**src/rtl/hht_pkg.sv**
```systemverilog
`default_nettype none
package hht_pkg;

   localparam int HOME_BUCKETS     = 1024;
   localparam int OVERFLOW_BUCKETS = 256;
   localparam int HOP_SPAN         = 32;
   localparam int PROBE_SPAN       = 256;
   localparam int TABLE_SLOTS      = HOME_BUCKETS + OVERFLOW_BUCKETS;

   localparam int ADDR_W   = $clog2(TABLE_SLOTS);
   localparam int SUM_W    = ADDR_W + 1;
   localparam int HOME_W   = $clog2(HOME_BUCKETS);
   localparam int HOP_IW   = $clog2(HOP_SPAN);
   localparam int DIST_W   = $clog2(PROBE_SPAN + 1);
   localparam int KEY_W    = 32;
   localparam int DATA_W   = 32;
   localparam int OP_W     = 2;
   localparam int STATUS_W = 2;

   localparam int REQ_BITS    = OP_W + KEY_W + DATA_W;
   localparam int REQ_TDATA_W = ((REQ_BITS + 7) / 8) * 8;
   localparam int RSP_BITS    = STATUS_W + DATA_W;
   localparam int RSP_TDATA_W = ((RSP_BITS + 7) / 8) * 8;

   typedef enum logic [OP_W-1:0] {
      OP_ADD      = 2'd0,
      OP_REMOVE   = 2'd1,
      OP_CONTAINS = 2'd2,
      OP_RSVD     = 2'd3
   } op_type;

   typedef enum logic [STATUS_W-1:0] {
      ST_OK       = 2'd0,
      ST_PRESENT  = 2'd1,
      ST_NOROOM   = 2'd2,
      ST_NOTFOUND = 2'd3
   } status_type;

   typedef enum logic [3:0] {
      S_CLEAR,
      S_IDLE,
      S_LK_BITS,
      S_LK_SEL,
      S_LK_CHK,
      S_PR_RD,
      S_PR_CHK,
      S_MV_TEST,
      S_BC_RD,
      S_BC_CHK,
      S_BC_MOVE,
      S_BC_CLR,
      S_RESP
   } state_type;

   typedef struct packed {
      logic              valid;
      logic [KEY_W-1:0]  key;
      logic [DATA_W-1:0] data;
   } slot_word_type;

   localparam int SLOT_W = $bits(slot_word_type);

   typedef struct packed {
      logic              we;
      logic [ADDR_W-1:0] addr;
      logic [HOP_SPAN-1:0] wdata;
   } hop_req_type;

   typedef struct packed {
      logic              we;
      logic [ADDR_W-1:0] addr;
      slot_word_type     wdata;
   } slot_req_type;

   typedef struct packed {
      status_type        status;
      logic [DATA_W-1:0] data;
   } rsp_type;

   localparam logic [HOP_SPAN-1:0] HOP_ONE = {{(HOP_SPAN-1){1'b0}}, 1'b1};

   function automatic logic [HOP_IW-1:0] lowest_set(input logic [HOP_SPAN-1:0] v);
      logic [HOP_IW-1:0] r;
      r = '0;
      for (int i = HOP_SPAN - 1; i >= 0; i--) begin
         if (v[i]) r = HOP_IW'(i);
      end
      return r;
   endfunction

   function automatic logic [HOP_SPAN-1:0] low_mask(input logic [HOP_IW-1:0] n);
      logic [HOP_SPAN-1:0] m;
      m = '0;
      for (int i = 0; i < HOP_SPAN; i++) begin
         if (i < int'(n)) m[i] = 1'b1;
      end
      return m;
   endfunction

endpackage
`default_nettype wire

```
**src/rtl/hht_ctrl.sv**
```systemverilog
`default_nettype none
module hht_ctrl (
   input  wire logic                          clock,
   input  wire logic                          reset,
   input  wire logic                          req_valid,
   output logic                               req_ready,
   input  wire hht_pkg::op_type               req_op,
   input  wire logic [hht_pkg::KEY_W-1:0]     req_key,
   input  wire logic [hht_pkg::DATA_W-1:0]    req_data,
   input  wire logic                          rsp_busy,
   output logic                               done,
   output hht_pkg::rsp_type                   rsp,
   output hht_pkg::hop_req_type               hop_req,
   input  wire logic [hht_pkg::HOP_SPAN-1:0]  hop_rdata,
   output hht_pkg::slot_req_type              slot_req,
   input  wire hht_pkg::slot_word_type        slot_rdata
);

   hht_pkg::state_type state_ff, state_in;
   hht_pkg::op_type    op_ff, op_in;
   logic [hht_pkg::KEY_W-1:0]    key_ff, key_in;
   logic [hht_pkg::DATA_W-1:0]   data_ff, data_in;
   logic [hht_pkg::HOP_SPAN-1:0] mask_ff, mask_in;
   logic [hht_pkg::HOP_SPAN-1:0] bits_ff, bits_in;
   logic [hht_pkg::HOP_SPAN-1:0] bcbits_ff, bcbits_in;
   logic [hht_pkg::ADDR_W-1:0]   idx_ff, idx_in;
   logic [hht_pkg::ADDR_W-1:0]   free_ff, free_in;
   logic [hht_pkg::ADDR_W-1:0]   base_ff, base_in;
   logic [hht_pkg::ADDR_W-1:0]   clr_ff, clr_in;
   logic [hht_pkg::HOP_IW-1:0]   hi_ff, hi_in;
   logic [hht_pkg::HOP_IW-1:0]   fd_ff, fd_in;
   logic [hht_pkg::HOP_IW-1:0]   bci_ff, bci_in;
   logic [hht_pkg::DIST_W-1:0]   dist_ff, dist_in;
   hht_pkg::status_type          status_ff, status_in;
   logic [hht_pkg::DATA_W-1:0]   dout_ff, dout_in;

   logic [hht_pkg::ADDR_W-1:0]   home;
   logic [hht_pkg::HOP_IW-1:0]   lk_pick;
   logic [hht_pkg::SUM_W-1:0]    lk_s;
   logic                         lk_hit;
   logic [hht_pkg::SUM_W-1:0]    pr_s;
   logic [hht_pkg::HOP_SPAN-1:0] bc_m;
   logic [hht_pkg::HOP_IW-1:0]   bc_pick;
   logic                         accept;

   assign home    = hht_pkg::ADDR_W'(key_ff[hht_pkg::HOME_W-1:0]);
   assign lk_pick = hht_pkg::lowest_set(mask_ff);
   assign lk_s    = hht_pkg::SUM_W'(home) + hht_pkg::SUM_W'(lk_pick);
   assign lk_hit  = slot_rdata.valid && (slot_rdata.key == key_ff);
   assign pr_s    = hht_pkg::SUM_W'(home) + hht_pkg::SUM_W'(dist_ff);
   assign bc_m    = hop_rdata & hht_pkg::low_mask(fd_ff);
   assign bc_pick = hht_pkg::lowest_set(bc_m);
   assign accept  = req_valid && req_ready;

   always_comb begin
      state_in = state_ff;
      unique case (state_ff)
         hht_pkg::S_CLEAR: begin
            if (clr_ff == hht_pkg::ADDR_W'(hht_pkg::TABLE_SLOTS - 1)) state_in = hht_pkg::S_IDLE;
         end
         hht_pkg::S_IDLE: begin
            if (req_valid) begin
               state_in = (req_op == hht_pkg::OP_RSVD) ? hht_pkg::S_RESP : hht_pkg::S_LK_BITS;
            end
         end
         hht_pkg::S_LK_BITS: state_in = hht_pkg::S_LK_SEL;
         hht_pkg::S_LK_SEL: begin
            if (mask_ff == '0) begin
               state_in = (op_ff == hht_pkg::OP_ADD) ? hht_pkg::S_PR_RD : hht_pkg::S_RESP;
            end else if (lk_s < hht_pkg::SUM_W'(hht_pkg::TABLE_SLOTS)) begin
               state_in = hht_pkg::S_LK_CHK;
            end
         end
         hht_pkg::S_LK_CHK: state_in = lk_hit ? hht_pkg::S_RESP : hht_pkg::S_LK_SEL;
         hht_pkg::S_PR_RD: begin
            if (dist_ff == hht_pkg::DIST_W'(hht_pkg::PROBE_SPAN) ||
                pr_s >= hht_pkg::SUM_W'(hht_pkg::TABLE_SLOTS)) begin
               state_in = hht_pkg::S_RESP;
            end else begin
               state_in = hht_pkg::S_PR_CHK;
            end
         end
         hht_pkg::S_PR_CHK: begin
            state_in = slot_rdata.valid ? hht_pkg::S_PR_RD : hht_pkg::S_MV_TEST;
         end
         hht_pkg::S_MV_TEST: begin
            state_in = (dist_ff < hht_pkg::DIST_W'(hht_pkg::HOP_SPAN)) ?
                       hht_pkg::S_RESP : hht_pkg::S_BC_RD;
         end
         hht_pkg::S_BC_RD: state_in = (fd_ff == '0) ? hht_pkg::S_RESP : hht_pkg::S_BC_CHK;
         hht_pkg::S_BC_CHK: state_in = (bc_m == '0) ? hht_pkg::S_BC_RD : hht_pkg::S_BC_MOVE;
         hht_pkg::S_BC_MOVE: state_in = hht_pkg::S_BC_CLR;
         hht_pkg::S_BC_CLR: state_in = hht_pkg::S_MV_TEST;
         hht_pkg::S_RESP: begin
            if (!rsp_busy) state_in = hht_pkg::S_IDLE;
         end
         default: state_in = hht_pkg::S_IDLE;
      endcase
   end

   always_comb begin
      op_in     = op_ff;
      key_in    = key_ff;
      data_in   = data_ff;
      mask_in   = mask_ff;
      bits_in   = bits_ff;
      bcbits_in = bcbits_ff;
      idx_in    = idx_ff;
      free_in   = free_ff;
      base_in   = base_ff;
      clr_in    = clr_ff;
      hi_in     = hi_ff;
      fd_in     = fd_ff;
      bci_in    = bci_ff;
      dist_in   = dist_ff;
      status_in = status_ff;
      dout_in   = dout_ff;
      hop_req   = '0;
      slot_req  = '0;
      req_ready = (state_ff == hht_pkg::S_IDLE);
      done      = (state_ff == hht_pkg::S_RESP) && !rsp_busy;
      rsp.status = status_ff;
      rsp.data   = dout_ff;

      unique case (state_ff)
         hht_pkg::S_CLEAR: begin
            hop_req.we    = 1'b1;
            hop_req.addr  = clr_ff;
            slot_req.we   = 1'b1;
            slot_req.addr = clr_ff;
            clr_in        = clr_ff + 1'b1;
         end
         hht_pkg::S_IDLE: begin
            hop_req.addr = hht_pkg::ADDR_W'(req_key[hht_pkg::HOME_W-1:0]);
            if (accept) begin
               op_in     = req_op;
               key_in    = req_key;
               data_in   = req_data;
               status_in = hht_pkg::ST_NOTFOUND;
               dout_in   = '0;
            end
         end
         hht_pkg::S_LK_BITS: begin
            mask_in = hop_rdata;
            bits_in = hop_rdata;
         end
         hht_pkg::S_LK_SEL: begin
            if (mask_ff != '0) begin
               mask_in = mask_ff & ~(hht_pkg::HOP_ONE << lk_pick);
               slot_req.addr = lk_s[hht_pkg::ADDR_W-1:0];
               idx_in  = lk_s[hht_pkg::ADDR_W-1:0];
               hi_in   = lk_pick;
            end else if (op_ff == hht_pkg::OP_ADD) begin
               dist_in = '0;
            end
         end
         hht_pkg::S_LK_CHK: begin
            if (lk_hit) begin
               unique case (op_ff)
                  hht_pkg::OP_ADD: status_in = hht_pkg::ST_PRESENT;
                  hht_pkg::OP_REMOVE: begin
                     status_in      = hht_pkg::ST_OK;
                     dout_in        = slot_rdata.data;
                     slot_req.we    = 1'b1;
                     slot_req.addr  = idx_ff;
                     slot_req.wdata = '{valid: 1'b0, key: slot_rdata.key,
                                        data: slot_rdata.data};
                     hop_req.we     = 1'b1;
                     hop_req.addr   = home;
                     hop_req.wdata  = bits_ff & ~(hht_pkg::HOP_ONE << hi_ff);
                  end
                  default: status_in = hht_pkg::ST_OK;
               endcase
            end
         end
         hht_pkg::S_PR_RD: begin
            slot_req.addr = pr_s[hht_pkg::ADDR_W-1:0];
            if (dist_ff == hht_pkg::DIST_W'(hht_pkg::PROBE_SPAN) ||
                pr_s >= hht_pkg::SUM_W'(hht_pkg::TABLE_SLOTS)) begin
               status_in = hht_pkg::ST_NOROOM;
            end
         end
         hht_pkg::S_PR_CHK: begin
            if (slot_rdata.valid) begin
               dist_in = dist_ff + 1'b1;
            end else begin
               free_in = pr_s[hht_pkg::ADDR_W-1:0];
            end
         end
         hht_pkg::S_MV_TEST: begin
            if (dist_ff < hht_pkg::DIST_W'(hht_pkg::HOP_SPAN)) begin
               hop_req.we     = 1'b1;
               hop_req.addr   = home;
               hop_req.wdata  = bits_ff | (hht_pkg::HOP_ONE << dist_ff[hht_pkg::HOP_IW-1:0]);
               slot_req.we    = 1'b1;
               slot_req.addr  = free_ff;
               slot_req.wdata = '{valid: 1'b1, key: key_ff, data: data_ff};
               status_in      = hht_pkg::ST_OK;
            end else begin
               base_in = free_ff - hht_pkg::ADDR_W'(hht_pkg::HOP_SPAN - 1);
               fd_in   = hht_pkg::HOP_IW'(hht_pkg::HOP_SPAN - 1);
            end
         end
         hht_pkg::S_BC_RD: begin
            hop_req.addr = base_ff;
            if (fd_ff == '0) status_in = hht_pkg::ST_NOROOM;
         end
         hht_pkg::S_BC_CHK: begin
            if (bc_m == '0) begin
               base_in = base_ff + 1'b1;
               fd_in   = fd_ff - 1'b1;
            end else begin
               bcbits_in     = hop_rdata;
               bci_in        = bc_pick;
               idx_in        = base_ff + hht_pkg::ADDR_W'(bc_pick);
               slot_req.addr = base_ff + hht_pkg::ADDR_W'(bc_pick);
            end
         end
         hht_pkg::S_BC_MOVE: begin
            slot_req.we    = 1'b1;
            slot_req.addr  = free_ff;
            slot_req.wdata = '{valid: 1'b1, key: slot_rdata.key, data: slot_rdata.data};
            hop_req.we     = 1'b1;
            hop_req.addr   = base_ff;
            hop_req.wdata  = (bcbits_ff | (hht_pkg::HOP_ONE << fd_ff)) &
                             ~(hht_pkg::HOP_ONE << bci_ff);
         end
         hht_pkg::S_BC_CLR: begin
            slot_req.we    = 1'b1;
            slot_req.addr  = idx_ff;
            slot_req.wdata = '{valid: 1'b0, key: key_ff, data: data_ff};
            free_in        = idx_ff;
            dist_in        = dist_ff - hht_pkg::DIST_W'(fd_ff) + hht_pkg::DIST_W'(bci_ff);
         end
         hht_pkg::S_RESP: begin
         end
         default: begin
         end
      endcase
   end

   always_ff @(posedge clock) begin
      if (reset) begin
         state_ff <= hht_pkg::S_CLEAR;
         clr_ff   <= '0;
      end else begin
         state_ff <= state_in;
         clr_ff   <= clr_in;
      end
      op_ff     <= op_in;
      key_ff    <= key_in;
      data_ff   <= data_in;
      mask_ff   <= mask_in;
      bits_ff   <= bits_in;
      bcbits_ff <= bcbits_in;
      idx_ff    <= idx_in;
      free_ff   <= free_in;
      base_ff   <= base_in;
      hi_ff     <= hi_in;
      fd_ff     <= fd_in;
      bci_ff    <= bci_in;
      dist_ff   <= dist_in;
      status_ff <= status_in;
      dout_ff   <= dout_in;
   end

endmodule
`default_nettype wire

```
**config.mk**
```make
export PLATFORM = sky130hd
export DESIGN_NAME = hht_ctrl
export DESIGN_NICKNAME = d
export VERILOG_FILES = /design/src/rtl/hht_pkg.sv /design/src/rtl/hht_ctrl.sv
export SDC_FILE = /design/constraint.sdc
export NUM_CORES = 1
export LEC_CHECK = 0
export BUFFER_PORTS_ARGS = -buffer_cell sky130_fd_sc_hd__buf_4
export CAP_MARGIN = 25
export CORE_MARGIN = 2
export CORE_UTILIZATION = 51
export DETAILED_ROUTE_END_ITERATION = 10
export GPL_TIMING_DRIVEN = 1
export PLACE_DENSITY = 0.78
export SLEW_MARGIN = 10
export SYNTH_ARGS = -nofsm -noshare
export SYNTH_HDL_FRONTEND = slang
export SYNTH_SLANG_ARGS = --single-unit
export TNS_END_PERCENT = 30
```
**constraint.sdc**
```tcl
create_clock -name clock -period 4.06 [get_ports clock]
set_input_delay 0.406 -clock clock [delete_from_list [all_inputs] [get_ports clock]]
set_output_delay 0.406 -clock clock [all_outputs]
set_load 0.02 [all_outputs]
```
==> impl_metrics.toml, run 1 <==
[setup_path]
crit_fanout = 7
crit_chain = "buf_6 -> buf_12 -> and3_4 -> nand3_2 -> a31oi_1 -> o21a_1 -> o211ai_1 -> a21oi_2 -> o21a_1 -> buf_6 -> fa_2 -> a21o_1 -> a21oi_2 -> inv_1 -> a21oi_2 -> buf_4 -> nor3b_2 -> xnor2_1 -> o221ai_1 -> buf_4"
endpoint = "slot_req[75]"
cp-end-kind = "output pin"
cp_data_required_time_ns = 3.65
critPathBufInv = 6
crit_start = "fd_ff[2]"
r2r_cells = 17
cp.arrival_ns = 4.17
crit_top_cell = "a21oi_2"
critPathLaunchType = "register"
r2r_setup_slack_ns = 0.23
slowest_delay_ns = 0.48
slowest_stage = "edfxtp_1"
crit_type = "reg2out"
worst_r2r_endpoint = "state_ff[2]"
cpLargestDelayFamily = "compound AO/OA/AOI/OAI gates"
reg2reg_from = "mask_ff[31]"
critical_path_depth = 20

[floorplan]
die_area_mm2 = 0.0334
boundaryPins = 324
die_h_um = 183
rows = 65
die_x_um = 183
start_util_pct = 51.7
core_region_area_mm2 = 0.0316

[grt]
busiest_layer = "met2"
grt.overflow.total = 0
met1_usage_pct = 49.9
grt_max_degree = 49
use_met3_pct = 8.88
antenna_found_initial = 0
grt_pass1_vias = 15488
grt_use_met2_pct = 59.1
grt_usage_pct = 37.3
grt_first_pass_wirelength_um = 94800

[detailed_routing]
antenna_left = 0
routedWlPerCell_um = 25.8
vias = 16272
drc = 0
dr.pass1.iters = 8
viasPerCell = 6.47
drt_iter0_drc = 1767
wirelength_um = 64800

[final_layout]
syn_to_final_growth_pct = 35.6
fin_nets = 2314
final_core_util_pct = 70.0
drive_above_1_share_pct = 28.1

[sta]
max-slew-margin-rel_pct = 37.9
period_share_pct = 113
hold_viol_final = 0
max_freq_ghz = 0.219
finalSetupViolCount = 9
setup_tns_ns = -3.54
slew_violations = 0
fin_skew_ns = 0.0319
finalWorstSetupSlack_ns = -0.515
finalCriticalPeriod_ns = 4.58
worst_slew_pin_slew_ns = 0.929
rsz0062_at_grt = "yes"

[clock_network]
cts.sink_count = 268
numCtsBuffers = 31
cts_tree = "done"
clk_latency_ns = 0.60
htreeDepth = 1
clockRootBuffer = "clkbuf_16"
clockBufferDepth = 3
path_clk_slew_ns = 0.06

[synth]
post_synth_main_area_contributors = "edfxtp_1, a22o_1, ha_1"
synth_edf_count = 253
synth_most_common_cell = "edfxtp_1"
synth_top_area_cell = "edfxtp_1"
ys_top_cells_by_count = "edfxtp_1, nand2_1, a21oi_1"
synth_area_per_cell_um2 = 10.1
synth_nets = 1837
synthDistinctLibCells = 79
async_reset_ff_share_pct = 0
yosysSeqAreaShare_pct = 48.4
synth-seq-cells = 268
syn_inst = 1610
synthFlopType = "edfxtp_1"
synth_top_area_share_pct = 46.6
yosysWarnings = 0
synth_area_mm2 = 0.0163

[worst_hold_path]
hold_depth = 1
min-delay-path-class = "in2reg"

[job]
cap_violations = 0

[placed_design]
dp_slack_ns = -0.213
hpwl_um = 47300
port_buffers = 323
gp_congestion = 1.02

[pwr]
cellPowerDensity_mw_per_mm2 = 309
p_leak_nw = 8.77
vdd_drop_max_v = 0.000357

[outcome]
status = "complete, but fails checks"
failed_checks = "negative setup slack"
-- placed cells by master (no fill, tap or decap), types with 28 or more instances in the layout --
master,instances
and3_1,43
inv_1,55
a22o_1,77
a31oi_1,28
nor2_1,116
o22ai_1,29
ha_1,50
nand2_1,145
mux2i_1,31
a21oi_1,116
clkbuf_16,32
nor3_1,39
edfxtp_1,253
nand4_1,28
buf_4,454
nand3_1,32
xnor2_1,69
dlygate4sd3_1,60
o21ai_0,77
-- layout make-up --
cell class	instances	area [um^2]
Antenna cell	3	7.51
Clock buffer	35	791
Clock inverter	22	263
Fill cell	2371	9460
Inverter	62	238
Multi-Input combinational cell	1194	8160
Sequential cell	268	7900
Tap cell	402	503
Timing Repair Buffer	530	4240
-- report_power, final --
group / switching (mW) / total [mW] / internal, mW
clock: 1.20 / 2.92 / 1.73
combinational: 0.431 / 0.778 / 0.347
sequential: 0.0438 / 3.12 / 3.08
-- how the worst min path moves through the flow --
stage                 start           to  slack, ns
2_1_floorplan         reset    clr_ff[0]       0.48
3_3_place_gp      idx_ff[5]   free_ff[5]       0.52
3_5_place_dp      idx_ff[6]   free_ff[6]       0.53
4_1_cts        req_data[12]  data_ff[12]      0.001
5_1_grt        req_data[10]  data_ff[10]      0.004
6_report        req_data[1]   data_ff[1]       0.01
-- stage by stage --
| stage | hold slack, ns | cell area, um^2 | cells | power, mW |
|---|---|---|---|---|
| floorplan | 0.478 | 16300 | 1610 | 3.47 |
| global placement | 0.520 | 19900 | 2377 | 3.84 |
| detailed placement | 0.531 | 19900 | 2378 | 3.85 |
| CTS | 0.00115 | 21800 | 2504 | 6.79 |
| global route | 0.00378 | 22100 | 2513 | 6.98 |
| finish | 0.0139 | 22100 | 2516 | 6.82 |
-- routing by layer --
metal  up-vias  wire (um)
met5         -          0
met4         0       2650
met3       187       7450
met2      1092      29600
met1      7873      25100
li1       7120          -
-- timing repair --
action | in CTS | in global routing
endpoints found under the hold margin | 59 | 1
cloned | 0 | 1
resized for setup | 29 | 57
endpoints found under the setup margin | 10 | 35
pin swaps | 18 | 35
buffers inserted | 10 | 9
hold buffers | 59 | 1
-- kinds of logic after synthesis --
| logic type | after synthesis | share of synthesized area (%) |
|---|---|---|
| muxes | 32 | 1.97 |
| and+or+nand+nor | 505 | 15.2 |
| buffers and inverters | 148 | 3.55 |
| adders and majority gates | 61 | 5.03 |
| xor gates and xnor gates | 94 | 5.05 |
| DFF | 268 | 48.4 |
| AOI/OAI and AO/OA | 502 | 20.8 |
-- registers in the layout (all words and copies together), names as in the netlist --
register and flops:
state_ff 4, clr_ff 11, dist_ff 9, data_ff 32, hi_ff 5, fd_ff 5
free_ff 11, dout_ff 32, bcbits_ff 32, idx_ff 11, bci_ff 5, base_ff 11
op_ff 2, bits_ff 32, mask_ff 32, status_ff 2, key_ff 32
Power figures use the tool's default switching activity.
==> run 2, diff against run 1 <==
--- a/config.mk
+++ b/config.mk
@@ -12,7 +12,9 @@
 export DETAILED_ROUTE_END_ITERATION = 10
 export GPL_TIMING_DRIVEN = 1
 export PLACE_DENSITY = 0.78
-export SLEW_MARGIN = 10
+export RECOVER_POWER = 100
+export SKIP_CTS_REPAIR_TIMING = 1
+export SLEW_MARGIN = 30
 export SYNTH_ARGS = -nofsm -noshare
 export SYNTH_HDL_FRONTEND = slang
 export SYNTH_SLANG_ARGS = --single-unit
==> impl_metrics.toml, run 2 (synthesis gave the netlist of run 1 again) <==
[outcome]
status = "complete, but fails checks"
failed_checks = "negative setup slack"

[grt]
grt_first_pass_wirelength_um = 91300
grt_usage_pct = 36.1
antenna_found_initial = 0
grt.overflow.total = 0
grt_pass1_vias = 14729
grt_max_degree = 49

[sta]
fin_skew_ns = 0.0115
finalSetupViolCount = 9
hold_viol_final = 0
worst_slew_pin_slew_ns = 0.800
setup_tns_ns = -3.81
finalWorstSetupSlack_ns = -0.517
rsz0062_at_grt = "yes"
max_freq_ghz = 0.218
finalCriticalPeriod_ns = 4.58
slew_violations = 0
max-slew-margin-rel_pct = 46.6
period_share_pct = 113

[detailed_routing]
routedWlPerCell_um = 25.8
drc = 0
dr.pass1.iters = 8
viasPerCell = 6.53
antenna_left = 0
drt_iter0_drc = 1975
vias = 16261
wirelength_um = 64200

[final_layout]
diodes = 0
syn_to_final_growth_pct = 33.4
fin_cells = 2490
multi_input_area_mm2 = 0.00813
drive_above_1_share_pct = 27.4
final_cell_mix = "buf_4, edfxtp_1, nand2_1"
final_area_mm2 = 0.0218
fillers = 2417
layout_commonest_cell = "buf_4"
fin_nets = 2291
seq_area_mm2 = 0.00790

[setup_path]
reg2reg_from = "mask_ff[7]"
cp_data_required_time_ns = 3.65
critPathLaunchType = "register"
r2r_setup_slack_ns = 0.18
cp-end-kind = "output pin"
r2r_cells = 16
crit_type = "reg2out"
worst_r2r_endpoint = "state_ff[2]"
crit_fanout = 5
cp.arrival_ns = 4.17

[clock_network]
htreeDepth = 1
clockBufferDepth = 3
numCtsBuffers = 30
cts.sink_count = 268
clockRootBuffer = "clkbuf_16"
clk_latency_ns = 0.58
cts_tree = "done"
path_clk_slew_ns = 0.07

[placed_design]
dp_cells = 2377
place_area_mm2 = 0.0199
hpwl_um = 47200
dp_slack_ns = -0.229
port_buffers = 323
gp_congestion = 1.02

[worst_hold_path]
hold_depth = 1
hp-start = "req_data[10]"
min-delay-path-class = "in2reg"
hold-path-endpoint = "data_ff[10]"

[floorplan]
die_h_um = 183
start_util_pct = 51.7
rows = 65
boundaryPins = 324
die_x_um = 183
die_area_mm2 = 0.0334
core_region_area_mm2 = 0.0316

[pwr]
p_leak_nw = 8.56
vdd_drop_max_v = 0.000437
cellPowerDensity_mw_per_mm2 = 315
total_power_mw = 6.86

[job]
cap_violations = 0
[run 2: cell count changes in the layout (fill, tap and decap cells not counted), moves of 3 or more]
| cell | previous run | this run |
|---|---|---|
| buf_4 | 454 | 419 |
| clkbuf_1 | 4 | 26 |
| dlygate4sd3_1 | 60 | 45 |
| clkbuf_4 | 0 | 12 |
| buf_6 | 11 | 5 |
| clkbuf_8 | 0 | 4 |
| clkinv_1 | 8 | 4 |
| diode_2 | 3 | 0 |
| nor3_2 | 1 | 4 |
[run 2: power breakdown]
part           internal (mW)  switching (mW)  total, mW
Sequential              3.08          0.0454       3.12
Combinational          0.321           0.422      0.743
Clock                   1.79            1.20       2.99
[run 2: metrics by stage]
stage / util (%) / hold WS [ns]
2_1_floorplan: - / 0.478
3_3_place_gp: 63.2 / 0.520
3_5_place_dp: 63.2 / 0.526
4_1_cts: 66.6 / -0.0144
5_1_grt: 68.9 / 0.0231
6_report: 68.9 / 0.0280
[run 2: worst max-delay path by stage]
stage / from / end / slack, ns / depth (start not counted)
2_1_floorplan: fd_ff[1] / slot_req[74] / -0.03 / 17
5_1_grt: fd_ff[1] / slot_req[75] / -0.65 / 18
4_1_cts: fd_ff[1] / slot_req[75] / -0.89 / 18
3_5_place_dp: fd_ff[1] / slot_req[75] / -0.23 / 18
3_3_place_gp: fd_ff[1] / slot_req[75] / -0.16 / 18
6_report: fd_ff[1] / slot_req[75] / -0.52 / 18
[run 2: critical path, cell delays in order, from the launching register on]
cell and delay [ns]:
edfxtp_1 0.47, or2_4 0.31, buf_4 0.15, o21a_1 0.15, o21ai_0 0.23, a221oi_2 0.10
o31ai_2 0.23, o21ai_2 0.12, ha_2 0.20, fa_2 0.36, a21o_1 0.18, a21oi_2 0.13
inv_1 0.06, a21oi_2 0.14, buf_4 0.16, nor3b_2 0.05, xnor2_1 0.21, o221ai_1 0.14
buf_4 0.19
[run 2: cell type report]
cell class                      count  share of cell area [%]
Clock buffer                       38                    3.87
Clock inverter                     18                    1.09
Tap cell                          402                    2.31
Inverter                           62                    1.08
Timing Repair Buffer              508                    18.0
Multi-Input combinational cell   1194                    37.4
Sequential cell                   268                    36.3
[run 2: layer usage]
metal | track usage (%) | share of wire (%)
met5 | 0 | 0
met4 | 12.4 | 4.1
met3 | 7.03 | 12
met2 | 57.2 | 46
met1 | 49.9 | 39
